`config.mk`:
```
export PLATFORM = sky130hd
export DESIGN_NAME = attitude_pid_controller
export DESIGN_NICKNAME = d
export VERILOG_FILES = /design/src/hdl/apc_pkg.sv /design/src/hdl/apc_divider.sv /design/src/hdl/apc_ctrl.sv /design/src/hdl/apc_datapath.sv /design/src/hdl/attitude_pid_controller.sv
export SDC_FILE = /design/constraint.sdc
export NUM_CORES = 2
export LEC_CHECK = 0
export BUFFER_PORTS_ARGS = -buffer_cell sky130_fd_sc_hd__clkbuf_2
export CORE_MARGIN = 10
export CORE_UTILIZATION = 55
export DETAILED_ROUTE_END_ITERATION = 6
export PLACE_DENSITY = 0.83
export SLEW_MARGIN = 5
export SYNTH_ARGS = -nofsm -noshare
export SYNTH_HDL_FRONTEND = slang
export SYNTH_HIERARCHICAL = 1
export SYNTH_SLANG_ARGS = --single-unit
```
`constraint.sdc`:
```
create_clock -name clk_i -period 13.2 [get_ports clk_i]
set_clock_uncertainty 0.05 [all_clocks]
set_input_delay 1.32 -clock clk_i [delete_from_list [all_inputs] [get_ports clk_i]]
set_output_delay 1.32 -clock clk_i [all_outputs]
set_load 0.02 [all_outputs]
```
`src/hdl/apc_pkg.sv`:
```
// Shared types, codes and constants of the attitude PID controller.
`timescale 1ns / 1ps
package apc_pkg;

  localparam int unsigned DivNumW  = 54;  // |diff| * 2^20 needs 53 bits, rounded to even
  localparam int unsigned DivDenW  = 20;
  localparam int unsigned DivSteps = DivNumW / 2;  // two quotient bits a cycle
  localparam int unsigned DivCntW  = $clog2(DivSteps);

  localparam logic [DivDenW-1:0] ScaleDen = DivDenW'(100);

  // register indexes of the configuration port
  localparam logic [2:0] RegKpTilt     = 3'd0;
  localparam logic [2:0] RegKiTilt     = 3'd1;
  localparam logic [2:0] RegKdTilt     = 3'd2;
  localparam logic [2:0] RegKpHeading  = 3'd3;
  localparam logic [2:0] RegKiHeading  = 3'd4;
  localparam logic [2:0] RegKdHeading  = 3'd5;
  localparam logic [2:0] RegIntLimit   = 3'd6;
  localparam logic [2:0] RegThrFloor   = 3'd7;

  localparam logic [31:0] RstKpTilt    = 32'd3355443;
  localparam logic [31:0] RstKiTilt    = 32'd5033165;
  localparam logic [31:0] RstKdTilt    = 32'd838861;
  localparam logic [31:0] RstKpHeading = 32'd5033165;
  localparam logic [31:0] RstKiHeading = 32'd838861;
  localparam logic [31:0] RstKdHeading = 32'd2517;
  localparam logic [30:0] RstIntLimit  = 31'd1638400;
  localparam logic [11:0] RstThrFloor  = 12'd1060;

  localparam logic [1:0] AxisRoll  = 2'd0;
  localparam logic [1:0] AxisPitch = 2'd1;
  localparam logic [1:0] AxisYaw   = 2'd2;

  typedef enum logic [3:0] {
    ST_IDLE,
    ST_IMUL,
    ST_IUPD,
    ST_DSTART,
    ST_DWAIT,
    ST_GP,
    ST_GI,
    ST_GD,
    ST_GACC,
    ST_SSTART,
    ST_SWAIT,
    ST_DONE
  } apc_state_e;

  typedef enum logic [2:0] {
    MUL_NONE,
    MUL_INT,
    MUL_P,
    MUL_I,
    MUL_D
  } mul_sel_e;

  typedef enum logic [1:0] {
    ACC_HOLD,
    ACC_LOAD,
    ACC_ADD,
    ACC_THIRD  // subtract on roll and pitch, add on yaw
  } acc_op_e;

  typedef struct packed {
    logic       latch_in;
    mul_sel_e   mul_sel;
    acc_op_e    acc_op;
    logic       int_wr;
    logic       div_deriv;
    logic       div_sum;
    logic       deriv_wr;
    logic       drv_wr;
    logic       out_load;
    logic [1:0] axis;
  } apc_cmd_t;

  typedef struct packed {
    logic div_done;
    logic out_free;
  } apc_status_t;

  function automatic logic [31:0] sat33(input logic [32:0] v);
    logic [31:0] r;
    if (v[32] != v[31]) begin
      r = v[32] ? 32'h8000_0000 : 32'h7FFF_FFFF;
    end else begin
      r = v[31:0];
    end
    return r;
  endfunction

endpackage

```
`src/hdl/apc_divider.sv`:
```
// Radix-4 restoring divider for magnitudes, with signed 32-bit saturation of the quotient.
`timescale 1ns / 1ps
module apc_divider (
  input  logic                        clk_i,
  input  logic                        rst_ni,
  input  logic                        start_i,
  input  logic [apc_pkg::DivNumW-1:0] num_i,
  input  logic [apc_pkg::DivDenW-1:0] den_i,
  input  logic                        neg_i,
  output logic                        done_o,
  output logic [31:0]                 quot_o
);
  import apc_pkg::*;

  logic                busy_q, busy_d;
  logic                done_q, done_d;
  logic [DivCntW-1:0]  cnt_q, cnt_d;
  logic [DivDenW-1:0]  rem_q, rem_d;
  logic [DivNumW-1:0]  nq_q, nq_d;
  logic [DivDenW-1:0]  den_q;
  logic                neg_q;

  logic [DivDenW-1:0]  r_step;
  logic [DivNumW-1:0]  n_step;
  logic [DivDenW:0]    trial;

  always_comb begin
    r_step = rem_q;
    n_step = nq_q;
    trial  = '0;
    for (int k = 0; k < 2; k++) begin
      trial  = {r_step, n_step[DivNumW-1]};
      n_step = {n_step[DivNumW-2:0], 1'b0};
      if (trial >= {1'b0, den_q}) begin
        trial     = trial - {1'b0, den_q};
        n_step[0] = 1'b1;
      end
      r_step = trial[DivDenW-1:0];
    end
  end

  always_comb begin
    busy_d = busy_q;
    done_d = 1'b0;
    cnt_d  = cnt_q;
    rem_d  = rem_q;
    nq_d   = nq_q;
    if (start_i) begin
      busy_d = 1'b1;
      cnt_d  = '0;
      rem_d  = '0;
      nq_d   = num_i;
    end else if (busy_q) begin
      rem_d = r_step;
      nq_d  = n_step;
      cnt_d = cnt_q + 1'b1;
      if (cnt_q == DivCntW'(DivSteps - 1)) begin
        busy_d = 1'b0;
        done_d = 1'b1;
      end
    end
  end

  always_ff @(posedge clk_i or negedge rst_ni) begin
    if (!rst_ni) begin
      busy_q <= 1'b0;
      done_q <= 1'b0;
      cnt_q  <= '0;
    end else begin
      busy_q <= busy_d;
      done_q <= done_d;
      cnt_q  <= cnt_d;
    end
  end

  always_ff @(posedge clk_i) begin
    rem_q <= rem_d;
    nq_q  <= nq_d;
    if (start_i) begin
      den_q <= den_i;
      neg_q <= neg_i;
    end
  end

  always_comb begin
    if (neg_q) begin
      if (nq_q > DivNumW'(64'h8000_0000)) begin
        quot_o = 32'h8000_0000;
      end else begin
        quot_o = 32'(-nq_q[31:0]);
      end
    end else if (nq_q > DivNumW'(64'h7FFF_FFFF)) begin
      quot_o = 32'h7FFF_FFFF;
    end else begin
      quot_o = nq_q[31:0];
    end
  end

  assign done_o = done_q;

endmodule

```
`src/hdl/apc_ctrl.sv`:
```
// Sequencer of the controller: steps the shared multiplier and divider over the three axes.
`timescale 1ns / 1ps
module apc_ctrl (
  input  logic                 clk_i,
  input  logic                 rst_ni,
  input  logic                 in_valid_i,
  output logic                 in_ready_o,
  input  apc_pkg::apc_status_t status_i,
  output apc_pkg::apc_cmd_t    cmd_o
);
  import apc_pkg::*;

  apc_state_e state_q, state_d;
  logic [1:0] axis_q, axis_d;

  always_comb begin
    state_d = state_q;
    axis_d  = axis_q;
    unique case (state_q)
      ST_IDLE: begin
        if (in_valid_i) begin
          state_d = ST_IMUL;
          axis_d  = AxisRoll;
        end
      end
      ST_IMUL:   state_d = ST_IUPD;
      ST_IUPD:   state_d = (axis_q == AxisYaw) ? ST_DSTART : ST_GP;
      ST_DSTART: state_d = ST_DWAIT;
      ST_DWAIT: begin
        if (status_i.div_done) state_d = ST_GP;
      end
      ST_GP:     state_d = ST_GI;
      ST_GI:     state_d = ST_GD;
      ST_GD:     state_d = ST_GACC;
      ST_GACC:   state_d = ST_SSTART;
      ST_SSTART: state_d = ST_SWAIT;
      ST_SWAIT: begin
        if (status_i.div_done) begin
          if (axis_q == AxisYaw) begin
            state_d = ST_DONE;
          end else begin
            state_d = ST_IMUL;
            axis_d  = axis_q + 2'd1;
          end
        end
      end
      ST_DONE: begin
        if (status_i.out_free) state_d = ST_IDLE;
      end
      default: state_d = ST_IDLE;
    endcase
  end

  always_comb begin
    cmd_o      = '0;
    cmd_o.mul_sel = MUL_NONE;
    cmd_o.acc_op  = ACC_HOLD;
    cmd_o.axis = axis_q;
    in_ready_o = 1'b0;
    unique case (state_q)
      ST_IDLE: begin
        in_ready_o     = 1'b1;
        cmd_o.latch_in = in_valid_i;
      end
      ST_IMUL:   cmd_o.mul_sel = MUL_INT;
      ST_IUPD:   cmd_o.int_wr = 1'b1;
      ST_DSTART: cmd_o.div_deriv = 1'b1;
      ST_DWAIT:  cmd_o.deriv_wr = status_i.div_done;
      ST_GP:     cmd_o.mul_sel = MUL_P;
      ST_GI: begin
        cmd_o.mul_sel = MUL_I;
        cmd_o.acc_op  = ACC_LOAD;
      end
      ST_GD: begin
        cmd_o.mul_sel = MUL_D;
        cmd_o.acc_op  = ACC_ADD;
      end
      ST_GACC:   cmd_o.acc_op = ACC_THIRD;
      ST_SSTART: cmd_o.div_sum = 1'b1;
      ST_SWAIT:  cmd_o.drv_wr = status_i.div_done;
      ST_DONE:   cmd_o.out_load = status_i.out_free;
      default: ;
    endcase
  end

  always_ff @(posedge clk_i or negedge rst_ni) begin
    if (!rst_ni) begin
      state_q <= ST_IDLE;
      axis_q  <= AxisRoll;
    end else begin
      state_q <= state_d;
      axis_q  <= axis_d;
    end
  end

endmodule

```
`src/hdl/apc_datapath.sv`:
```
// Datapath: gains, integrators, shared multiplier, accumulator, divider and result registers.
`timescale 1ns / 1ps
module apc_datapath (
  input  logic                 clk_i,
  input  logic                 rst_ni,
  input  logic                 cfg_we_i,
  input  logic [2:0]           cfg_idx_i,
  input  logic [31:0]          cfg_data_i,
  input  logic signed [31:0]   roll_target_i,
  input  logic signed [31:0]   pitch_target_i,
  input  logic signed [31:0]   yaw_rate_target_i,
  input  logic signed [31:0]   roll_measured_i,
  input  logic signed [31:0]   pitch_measured_i,
  input  logic [11:0]          throttle_pulse_i,
  input  logic signed [31:0]   gyro_roll_rate_i,
  input  logic signed [31:0]   gyro_pitch_rate_i,
  input  logic signed [31:0]   gyro_yaw_rate_i,
  input  logic [19:0]          tick_seconds_i,
  input  apc_pkg::apc_cmd_t    cmd_i,
  output apc_pkg::apc_status_t status_o,
  input  logic                 out_ready_i,
  output logic                 out_valid_o,
  output logic signed [31:0]   roll_drive_o,
  output logic signed [31:0]   pitch_drive_o,
  output logic signed [31:0]   yaw_drive_o
);
  import apc_pkg::*;

  // configuration
  logic [31:0] kp_tilt_q, ki_tilt_q, kd_tilt_q;
  logic [31:0] kp_head_q, ki_head_q, kd_head_q;
  logic [30:0] int_lim_q;
  logic [11:0] thr_floor_q;

  // per-item operands
  logic [31:0] err_q [3];
  logic [31:0] gyro_q [2];
  logic [19:0] dt_q;
  logic        low_q;

  // state carried between items
  logic [31:0] integ_q [3];
  logic [31:0] last_err_q;

  logic [31:0] deriv_q;
  logic [31:0] drv_q [3];
  logic [63:0] prod_q;
  logic signed [41:0] acc_q, acc_d;
  logic        out_valid_q;

  logic [31:0] gain_p, gain_i, gain_d, third;
  logic signed [32:0] mul_a;
  logic signed [31:0] mul_b;
  logic signed [64:0] prod_full;
  logic signed [39:0] gterm;

  logic [31:0] istep;
  logic signed [32:0] isum, ilim, inext;

  logic signed [32:0] ydiff;
  logic [32:0] ydiff_mag;
  logic [41:0] acc_mag;
  logic [DivNumW-1:0] div_num;
  logic [DivDenW-1:0] div_den;
  logic               div_neg, div_start, div_done;
  logic [31:0]        div_quot;

  always_ff @(posedge clk_i or negedge rst_ni) begin
    if (!rst_ni) begin
      kp_tilt_q   <= RstKpTilt;
      ki_tilt_q   <= RstKiTilt;
      kd_tilt_q   <= RstKdTilt;
      kp_head_q   <= RstKpHeading;
      ki_head_q   <= RstKiHeading;
      kd_head_q   <= RstKdHeading;
      int_lim_q   <= RstIntLimit;
      thr_floor_q <= RstThrFloor;
    end else if (cfg_we_i) begin
      unique case (cfg_idx_i)
        RegKpTilt:    kp_tilt_q   <= cfg_data_i;
        RegKiTilt:    ki_tilt_q   <= cfg_data_i;
        RegKdTilt:    kd_tilt_q   <= cfg_data_i;
        RegKpHeading: kp_head_q   <= cfg_data_i;
        RegKiHeading: ki_head_q   <= cfg_data_i;
        RegKdHeading: kd_head_q   <= cfg_data_i;
        RegIntLimit:  int_lim_q   <= cfg_data_i[30:0];
        RegThrFloor:  thr_floor_q <= cfg_data_i[11:0];
        default: ;
      endcase
    end
  end

  // errors are formed as the item is taken
  always_ff @(posedge clk_i) begin
    if (cmd_i.latch_in) begin
      err_q[0]  <= sat33({roll_target_i[31], roll_target_i}
                         - {roll_measured_i[31], roll_measured_i});
      err_q[1]  <= sat33({pitch_target_i[31], pitch_target_i}
                         - {pitch_measured_i[31], pitch_measured_i});
      err_q[2]  <= sat33({yaw_rate_target_i[31], yaw_rate_target_i}
                         - {gyro_yaw_rate_i[31], gyro_yaw_rate_i});
      gyro_q[0] <= gyro_roll_rate_i;
      gyro_q[1] <= gyro_pitch_rate_i;
      dt_q      <= tick_seconds_i;
      low_q     <= (throttle_pulse_i < thr_floor_q);
    end
  end

  // operand selection for the shared multiplier
  always_comb begin
    if (cmd_i.axis == AxisYaw) begin
      gain_p = kp_head_q;
      gain_i = ki_head_q;
      gain_d = kd_head_q;
      third  = deriv_q;
    end else begin
      gain_p = kp_tilt_q;
      gain_i = ki_tilt_q;
      gain_d = kd_tilt_q;
      third  = gyro_q[cmd_i.axis[0]];
    end
    unique case (cmd_i.mul_sel)
      MUL_INT: begin
        mul_a = {13'b0, dt_q};
        mul_b = err_q[cmd_i.axis];
      end
      MUL_P: begin
        mul_a = {1'b0, gain_p};
        mul_b = err_q[cmd_i.axis];
      end
      MUL_I: begin
        mul_a = {1'b0, gain_i};
        mul_b = integ_q[cmd_i.axis];
      end
      MUL_D: begin
        mul_a = {1'b0, gain_d};
        mul_b = third;
      end
      default: begin
        mul_a = '0;
        mul_b = '0;
      end
    endcase
  end

  assign prod_full = mul_a * mul_b;

  always_ff @(posedge clk_i) begin
    prod_q <= prod_full[63:0];
  end

  // integrator: floor(err*dt / 2^20), clear on low throttle, clamp
  assign istep = prod_q[51:20];
  assign ilim  = {2'b00, int_lim_q};
  always_comb begin
    isum = {integ_q[cmd_i.axis][31], integ_q[cmd_i.axis]} + {istep[31], istep};
    if (low_q) begin
      inext = '0;
    end else begin
      inext = isum;
    end
    if (inext > ilim) begin
      inext = ilim;
    end else if (inext < -ilim) begin
      inext = -ilim;
    end
  end

  always_ff @(posedge clk_i or negedge rst_ni) begin
    if (!rst_ni) begin
      integ_q[0] <= '0;
      integ_q[1] <= '0;
      integ_q[2] <= '0;
      last_err_q <= '0;
    end else begin
      if (cmd_i.int_wr) integ_q[cmd_i.axis] <= inext[31:0];
      if (cmd_i.out_load) last_err_q <= err_q[2];
    end
  end

  // gain term is the product floor-shifted by 24
  assign gterm = prod_q[63:24];
  always_comb begin
    unique case (cmd_i.acc_op)
      ACC_LOAD: acc_d = 42'(gterm);
      ACC_ADD:  acc_d = acc_q + 42'(gterm);
      ACC_THIRD: begin
        if (cmd_i.axis == AxisYaw) acc_d = acc_q + 42'(gterm);
        else                       acc_d = acc_q - 42'(gterm);
      end
      default:  acc_d = acc_q;
    endcase
  end

  always_ff @(posedge clk_i) begin
    acc_q <= acc_d;
  end

  // divider operands: yaw derivative or the sum over 100
  assign ydiff     = {err_q[2][31], err_q[2]} - {last_err_q[31], last_err_q};
  assign ydiff_mag = ydiff[32] ? 33'(-ydiff) : 33'(ydiff);
  assign acc_mag   = acc_q[41] ? 42'(-acc_q) : 42'(acc_q);

  always_comb begin
    if (cmd_i.div_deriv) begin
      div_num = {1'b0, ydiff_mag, 20'b0};
      div_den = dt_q;
      div_neg = ydiff[32];
    end else begin
      div_num = {12'b0, acc_mag};
      div_den = ScaleDen;
      div_neg = acc_q[41];
    end
  end

  assign div_start = cmd_i.div_deriv | cmd_i.div_sum;

  apc_divider u_div (
    .clk_i   (clk_i),
    .rst_ni  (rst_ni),
    .start_i (div_start),
    .num_i   (div_num),
    .den_i   (div_den),
    .neg_i   (div_neg),
    .done_o  (div_done),
    .quot_o  (div_quot)
  );

  always_ff @(posedge clk_i) begin
    if (cmd_i.deriv_wr) deriv_q <= (dt_q == '0) ? '0 : div_quot;
    if (cmd_i.drv_wr) drv_q[cmd_i.axis] <= div_quot;
    if (cmd_i.out_load) begin
      roll_drive_o  <= drv_q[0];
      pitch_drive_o <= drv_q[1];
      yaw_drive_o   <= drv_q[2];
    end
  end

  always_ff @(posedge clk_i or negedge rst_ni) begin
    if (!rst_ni) begin
      out_valid_q <= 1'b0;
    end else if (cmd_i.out_load) begin
      out_valid_q <= 1'b1;
    end else if (out_ready_i) begin
      out_valid_q <= 1'b0;
    end
  end

  assign out_valid_o       = out_valid_q;
  assign status_o.div_done = div_done;
  assign status_o.out_free = ~out_valid_q | out_ready_i;

endmodule

```
`src/hdl/attitude_pid_controller.sv`:
```
// Top level of the attitude PID controller: sequencer plus datapath.
//
// Input channel: in_valid_i / in_ready_o carry one control tick per item
// (targets, measured angles, throttle, gyro rates, tick length).
// Output channel: out_valid_o / out_ready_i carry roll, pitch and yaw drives.
// Configuration: cfg_we_i writes cfg_data_i into register cfg_idx_i at once.
// From acceptance to a valid result an item makes three integrator and
// gain passes through the shared 33x32 multiplier, and four passes through
// the radix-4 divider of 27 steps each (yaw derivative and the scaling of
// each drive). No new item is taken while one is in work; the next is taken
// once the result has been loaded into the output register.
// The result sits in an output register, so the next item is accepted while
// the last result waits; a further result waits for the register to empty.
// Reset loads the default gains, limit and throttle floor, and clears the
// integrators and the stored yaw error; no result is pending after reset.
`timescale 1ns / 1ps
module attitude_pid_controller (
  input  logic               clk_i,
  input  logic               rst_ni,
  input  logic               cfg_we_i,
  input  logic [2:0]         cfg_idx_i,
  input  logic [31:0]        cfg_data_i,
  input  logic               in_valid_i,
  output logic               in_ready_o,
  input  logic signed [31:0] roll_target_i,
  input  logic signed [31:0] pitch_target_i,
  input  logic signed [31:0] yaw_rate_target_i,
  input  logic signed [31:0] roll_measured_i,
  input  logic signed [31:0] pitch_measured_i,
  input  logic [11:0]        throttle_pulse_i,
  input  logic signed [31:0] gyro_roll_rate_i,
  input  logic signed [31:0] gyro_pitch_rate_i,
  input  logic signed [31:0] gyro_yaw_rate_i,
  input  logic [19:0]        tick_seconds_i,
  output logic               out_valid_o,
  input  logic               out_ready_i,
  output logic signed [31:0] roll_drive_o,
  output logic signed [31:0] pitch_drive_o,
  output logic signed [31:0] yaw_drive_o
);
  import apc_pkg::*;

  apc_cmd_t    cmd;
  apc_status_t status;

  apc_ctrl u_ctrl (
    .clk_i      (clk_i),
    .rst_ni     (rst_ni),
    .in_valid_i (in_valid_i),
    .in_ready_o (in_ready_o),
    .status_i   (status),
    .cmd_o      (cmd)
  );

  apc_datapath u_dp (
    .clk_i             (clk_i),
    .rst_ni            (rst_ni),
    .cfg_we_i          (cfg_we_i),
    .cfg_idx_i         (cfg_idx_i),
    .cfg_data_i        (cfg_data_i),
    .roll_target_i     (roll_target_i),
    .pitch_target_i    (pitch_target_i),
    .yaw_rate_target_i (yaw_rate_target_i),
    .roll_measured_i   (roll_measured_i),
    .pitch_measured_i  (pitch_measured_i),
    .throttle_pulse_i  (throttle_pulse_i),
    .gyro_roll_rate_i  (gyro_roll_rate_i),
    .gyro_pitch_rate_i (gyro_pitch_rate_i),
    .gyro_yaw_rate_i   (gyro_yaw_rate_i),
    .tick_seconds_i    (tick_seconds_i),
    .cmd_i             (cmd),
    .status_o          (status),
    .out_ready_i       (out_ready_i),
    .out_valid_o       (out_valid_o),
    .roll_drive_o      (roll_drive_o),
    .pitch_drive_o     (pitch_drive_o),
    .yaw_drive_o       (yaw_drive_o)
  );

endmodule

```
==> flow_summary.rst <==
.. list-table::
   :header-rows: 1

   * - Metric
     - Value
   * - Count of nets left with antenna violations after detail routing
     - 0
   * - Global-route total usage across every layer
     - 35.0%
   * - Area growth from synthesis to layout
     - 9.35%
   * - Number of buffers on the longest clock path
     - 3
   * - Hold violation count in the final report
     - 0
   * - Largest incremental delay on the critical path
     - 0.86 ns
   * - Clock latency at the later pin of the worst-skew pair
     - 0.77 ns
   * - Number of cells traversed by the worst hold path
     - 0
   * - Startpoint type of the worst setup path
     - flip-flop
   * - Failing checks
     - max-capacitance violations, max-slew violations
   * - Clock tree root driver cell
     - sky130_fd_sc_hd__clkbuf_16
   * - Data required time at the worst endpoint
     - 13.83 ns
   * - Post-route minimum period
     - 12.18 ns
   * - Critical register-to-register path startpoint
     - u_ctrl/state_q[0]
   * - Leftover overflow at the end of global routing
     - 0
   * - Antenna violations before repair
     - 21
   * - # fillers
     - 13.8k
   * - CP most frequent cell
     - sky130_fd_sc_hd__fa_1
   * - Post-DP HPWL
     - 256000 um
   * - Post-CTS clock slew at the launch and capture registers of the worst setup and hold paths
     - 0.06 ns
   * - Post-Route WL
     - 326000 um
   * - Maximum fanout count along the critical path
     - 51
   * - Storage element area
     - 0.0265 sq mm
   * - Number of max-slew violations in the final report
     - 5
   * - Post-route standard cell area excluding fillers
     - 0.0996 sq mm
   * - Sequential share of the synthesized area
     - 29.1%
   * - Max-cap check violation count
     - 1
   * - Final Net Count
     - 11.7k
   * - Setup TNS Final
     - 0 ns
   * - FFs w/ async S/R, synth
     - 39.1%
   * - Cells after Synth
     - 9598
   * - Slew at the pin closest to its max-slew limit
     - 1.64 ns
   * - Area of the mapped netlist
     - 0.0911 sq mm
   * - Headroom to the max-slew limit
     - -10.9%
   * - Count of flip-flops with a built-in enable after synthesis
     - 522
   * - Finished Layout Cells
     - 12.1k
   * - Number of clock sinks
     - 963
   * - Synthesized net count
     - 11.5k
   * - Final setup viols
     - 0
   * - Cells after DPL
     - 11.9k
   * - Initial core utilization
     - 55.3%
   * - Maximum number of pins on one net before global-route repair
     - 122
   * - Worst endpoint data arrival time
     - 12.80 ns
   * - Number of gates given a new drive strength after cts
     - 0
   * - Result of the run
     - complete, but fails checks
   * - Via density per instance
     - 6.17
   * - Area used by multi-input combinational logic
     - 0.0583 sq mm
   * - Yosys warning count
     - 6
   * - Synthesis-stage register bit count
     - 963
   * - TritonCTS clock tree
     - done
   * - Category of the most critical setup path
     - flip-flop to flip-flop
   * - Primary flip-flop cell chosen by synthesis mapping
     - sky130_fd_sc_hd__edfxtp_1
   * - Std cell rows
     - 149
   * - Hold-fix buffers, CTS
     - 0
   * - Unrepaired setup endpoints after global routing
     - no
   * - Die Wd
     - 427 um
   * - Min-delay worst type
     - flip-flop to flip-flop
   * - Avg WL per Cell
     - 26.9 um
   * - Critical register-to-register path endpoint
     - u_dp/prod_q[61]
   * - Port buffer count
     - 425
   * - Final Hold Slack
     - 0.363 ns
   * - Post-route DRC violation count
     - 0
   * - Global-route wire length before repair
     - 477000 um
   * - Vias in the first global route
     - 75.5k
   * - Achievable frequency
     - 0.0821 GHz
   * - Initial DRC Count
     - 8627
   * - End of the worst hold path
     - u_dp/yaw_drive_o[26]
   * - Number of cell instances on the worst register-to-register path
     - 36
   * - Number of CTS-inserted buffers
     - 100
   * - CP endpoint kind
     - flip-flop
   * - Post-CTS setup buffer count
     - 0
   * - Layout cell share with drive strength beyond 1
     - 13.3%
   * - Startpoint of the worst hold path
     - u_dp/drv_q[2][26]
   * - Placer Congestion
     - 1.07
   * - Die height
     - 427 um
   * - Reg-to-reg setup timing slack
     - 1.02 ns
   * - Slowest-stage cell, CP
     - sky130_fd_sc_hd__or3b_4
   * - Distinct cell type count of the synthesized netlist
     - 114
   * - Final worst-path cycle share
     - 92.2%
   * - Vias after detailed routing
     - 74.9k
   * - Dpl cell area
     - 0.0963 sq mm
   * - Die area
     - 0.182 sq mm
   * - Average instance area after synthesis
     - 9.49 sq um
   * - Top-level I/O count
     - 426
   * - Core ar.
     - 0.165 sq mm
   * - Depth of the CTS H-tree
     - 3
   * - Drt pass-1 iters
     - 7
[stage by stage]
step           setup WS (ns)  util [%]
2_1_floorplan           2.78         -
3_5_place_dp            1.35      58.4
5_1_grt                0.545      60.4
3_3_place_gp            1.48      58.4
4_1_cts                 1.27      60.4
6_report                1.02      60.5
[layout make-up]
cell class              count  share of cell area [%]
flip-flops and latches    963                    26.6
well taps                2189                    2.75
repair buffers            621                    3.73
clock inverters            54                   0.575
clock buffers             132                    2.80
inverters                1331                    5.01
diodes                     13                  0.0326
multi-input cells        6834                    58.5
[flip-flops by register name, summed over array words and instances, names as in the netlist, 42 cells and up]
register and cells:
u_dp/acc_q 42, u_dp/drv_q 96, u_dp/err_q 96, u_dp/gyro_q 64
u_dp/integ_q 96, u_dp/prod_q 44, u_dp/u_div/nq_q 54
[per-layer routing]
metal / part of all wire, % / up-vias / track usage, %
met5: 0.060 / - / 0
met4: 7.0 / 16 / 20.7
met3: 12 / 963 / 11.0
met2: 44 / 4390 / 53.0
met1: 37 / 37000 / 43.8
li1: - / 32600 / -
[cell usage in the layout (no fill, tap or decap), types with 50 or more instances in the layout]
cell type                   count
sky130_fd_sc_hd__fa_1         905
sky130_fd_sc_hd__nand4_1       50
sky130_fd_sc_hd__clkbuf_16    102
sky130_fd_sc_hd__dfrtp_1      304
sky130_fd_sc_hd__o21ai_0      460
sky130_fd_sc_hd__inv_1       1326
sky130_fd_sc_hd__edfxtp_1     522
sky130_fd_sc_hd__dfxtp_1       64
sky130_fd_sc_hd__mux2_2       294
sky130_fd_sc_hd__buf_4        187
sky130_fd_sc_hd__nor3_1        97
sky130_fd_sc_hd__ha_1         649
sky130_fd_sc_hd__clkbuf_2     424
sky130_fd_sc_hd__xnor2_1      234
sky130_fd_sc_hd__a21oi_1      515
sky130_fd_sc_hd__nand2_1      882
sky130_fd_sc_hd__xor2_1       108
sky130_fd_sc_hd__a21o_1       144
sky130_fd_sc_hd__nor2_1      1033
sky130_fd_sc_hd__nand2b_1      91
sky130_fd_sc_hd__o21bai_1      57
sky130_fd_sc_hd__nand3_1       70
sky130_fd_sc_hd__dfstp_2       71
sky130_fd_sc_hd__mux2i_1      166
sky130_fd_sc_hd__nor2b_1       89
[cell usage after synthesis (all sizes together), types with 42 or more instances]
master  count  area [sq um]
a211oi     64           480
a21o      144          1080
a21oi     525          2640
a31oi      42           263
and2       51           319
buf        61           309
clkbuf    409          1540
dfrtp     306          7660
dfstp      71          1870
dfxtp      64          1280
edfxtp    522         15700
fa        905         18100
ha        649          8120
inv      1329          4990
mux2      303          3420
mux2i     166          1660
nand2     884          3320
nand2b     93           597
nand3      70           350
nand4      50           313
nor2     1039          3900
nor2b      91           569
nor3      104           531
nor4       43           288
o21a       42           315
o21ai     471          2370
o21bai     57           428
o31ai      51           397
xnor2     234          2050
xor2      108           946
[logic make-up after synthesis]
logic type / after synthesis / share of synthesized area (%)
other: 1 / 0.00412
muxes: 469 / 5.58
AOI/OAI and AO/OA: 1826 / 12.8
xor gates and xnor gates: 342 / 3.29
buffers and inverters: 1801 / 7.51
and+or+nand+nor: 2621 / 12.7
DFF: 963 / 29.1
adders and majority gates: 1575 / 29.0
[worst max path at each step]
stage	start	endpoint	slack [ns]	cells past startpoint
after detailed placement	u_ctrl/state_q[0]	u_dp/prod_q[61]	1.35	36
after global placement	u_ctrl/state_q[1]	u_dp/prod_q[61]	1.48	38
after floorplan	u_ctrl/axis_q[1]	u_dp/prod_q[61]	2.78	38
after CTS	u_ctrl/state_q[0]	u_dp/prod_q[61]	1.27	36
final	u_ctrl/state_q[0]	u_dp/prod_q[61]	1.02	36
after global routing	u_ctrl/state_q[0]	u_dp/prod_q[61]	0.55	38
[worst max-delay path: cells and delay by family, from the launching register on]
kind | cells | cell delay (ns)
simple gates | 10 | 2.86
xor+xnor | 1 | 0.21
flops | 1 | 0.68
compound gates | 10 | 2.93
fa+ha+maj | 9 | 4.37
buf+inv | 6 | 0.95
Power is left out: the tool's default activity adds up to more than one toggle a clock period on the data nets, which glitch-free logic cannot reach.
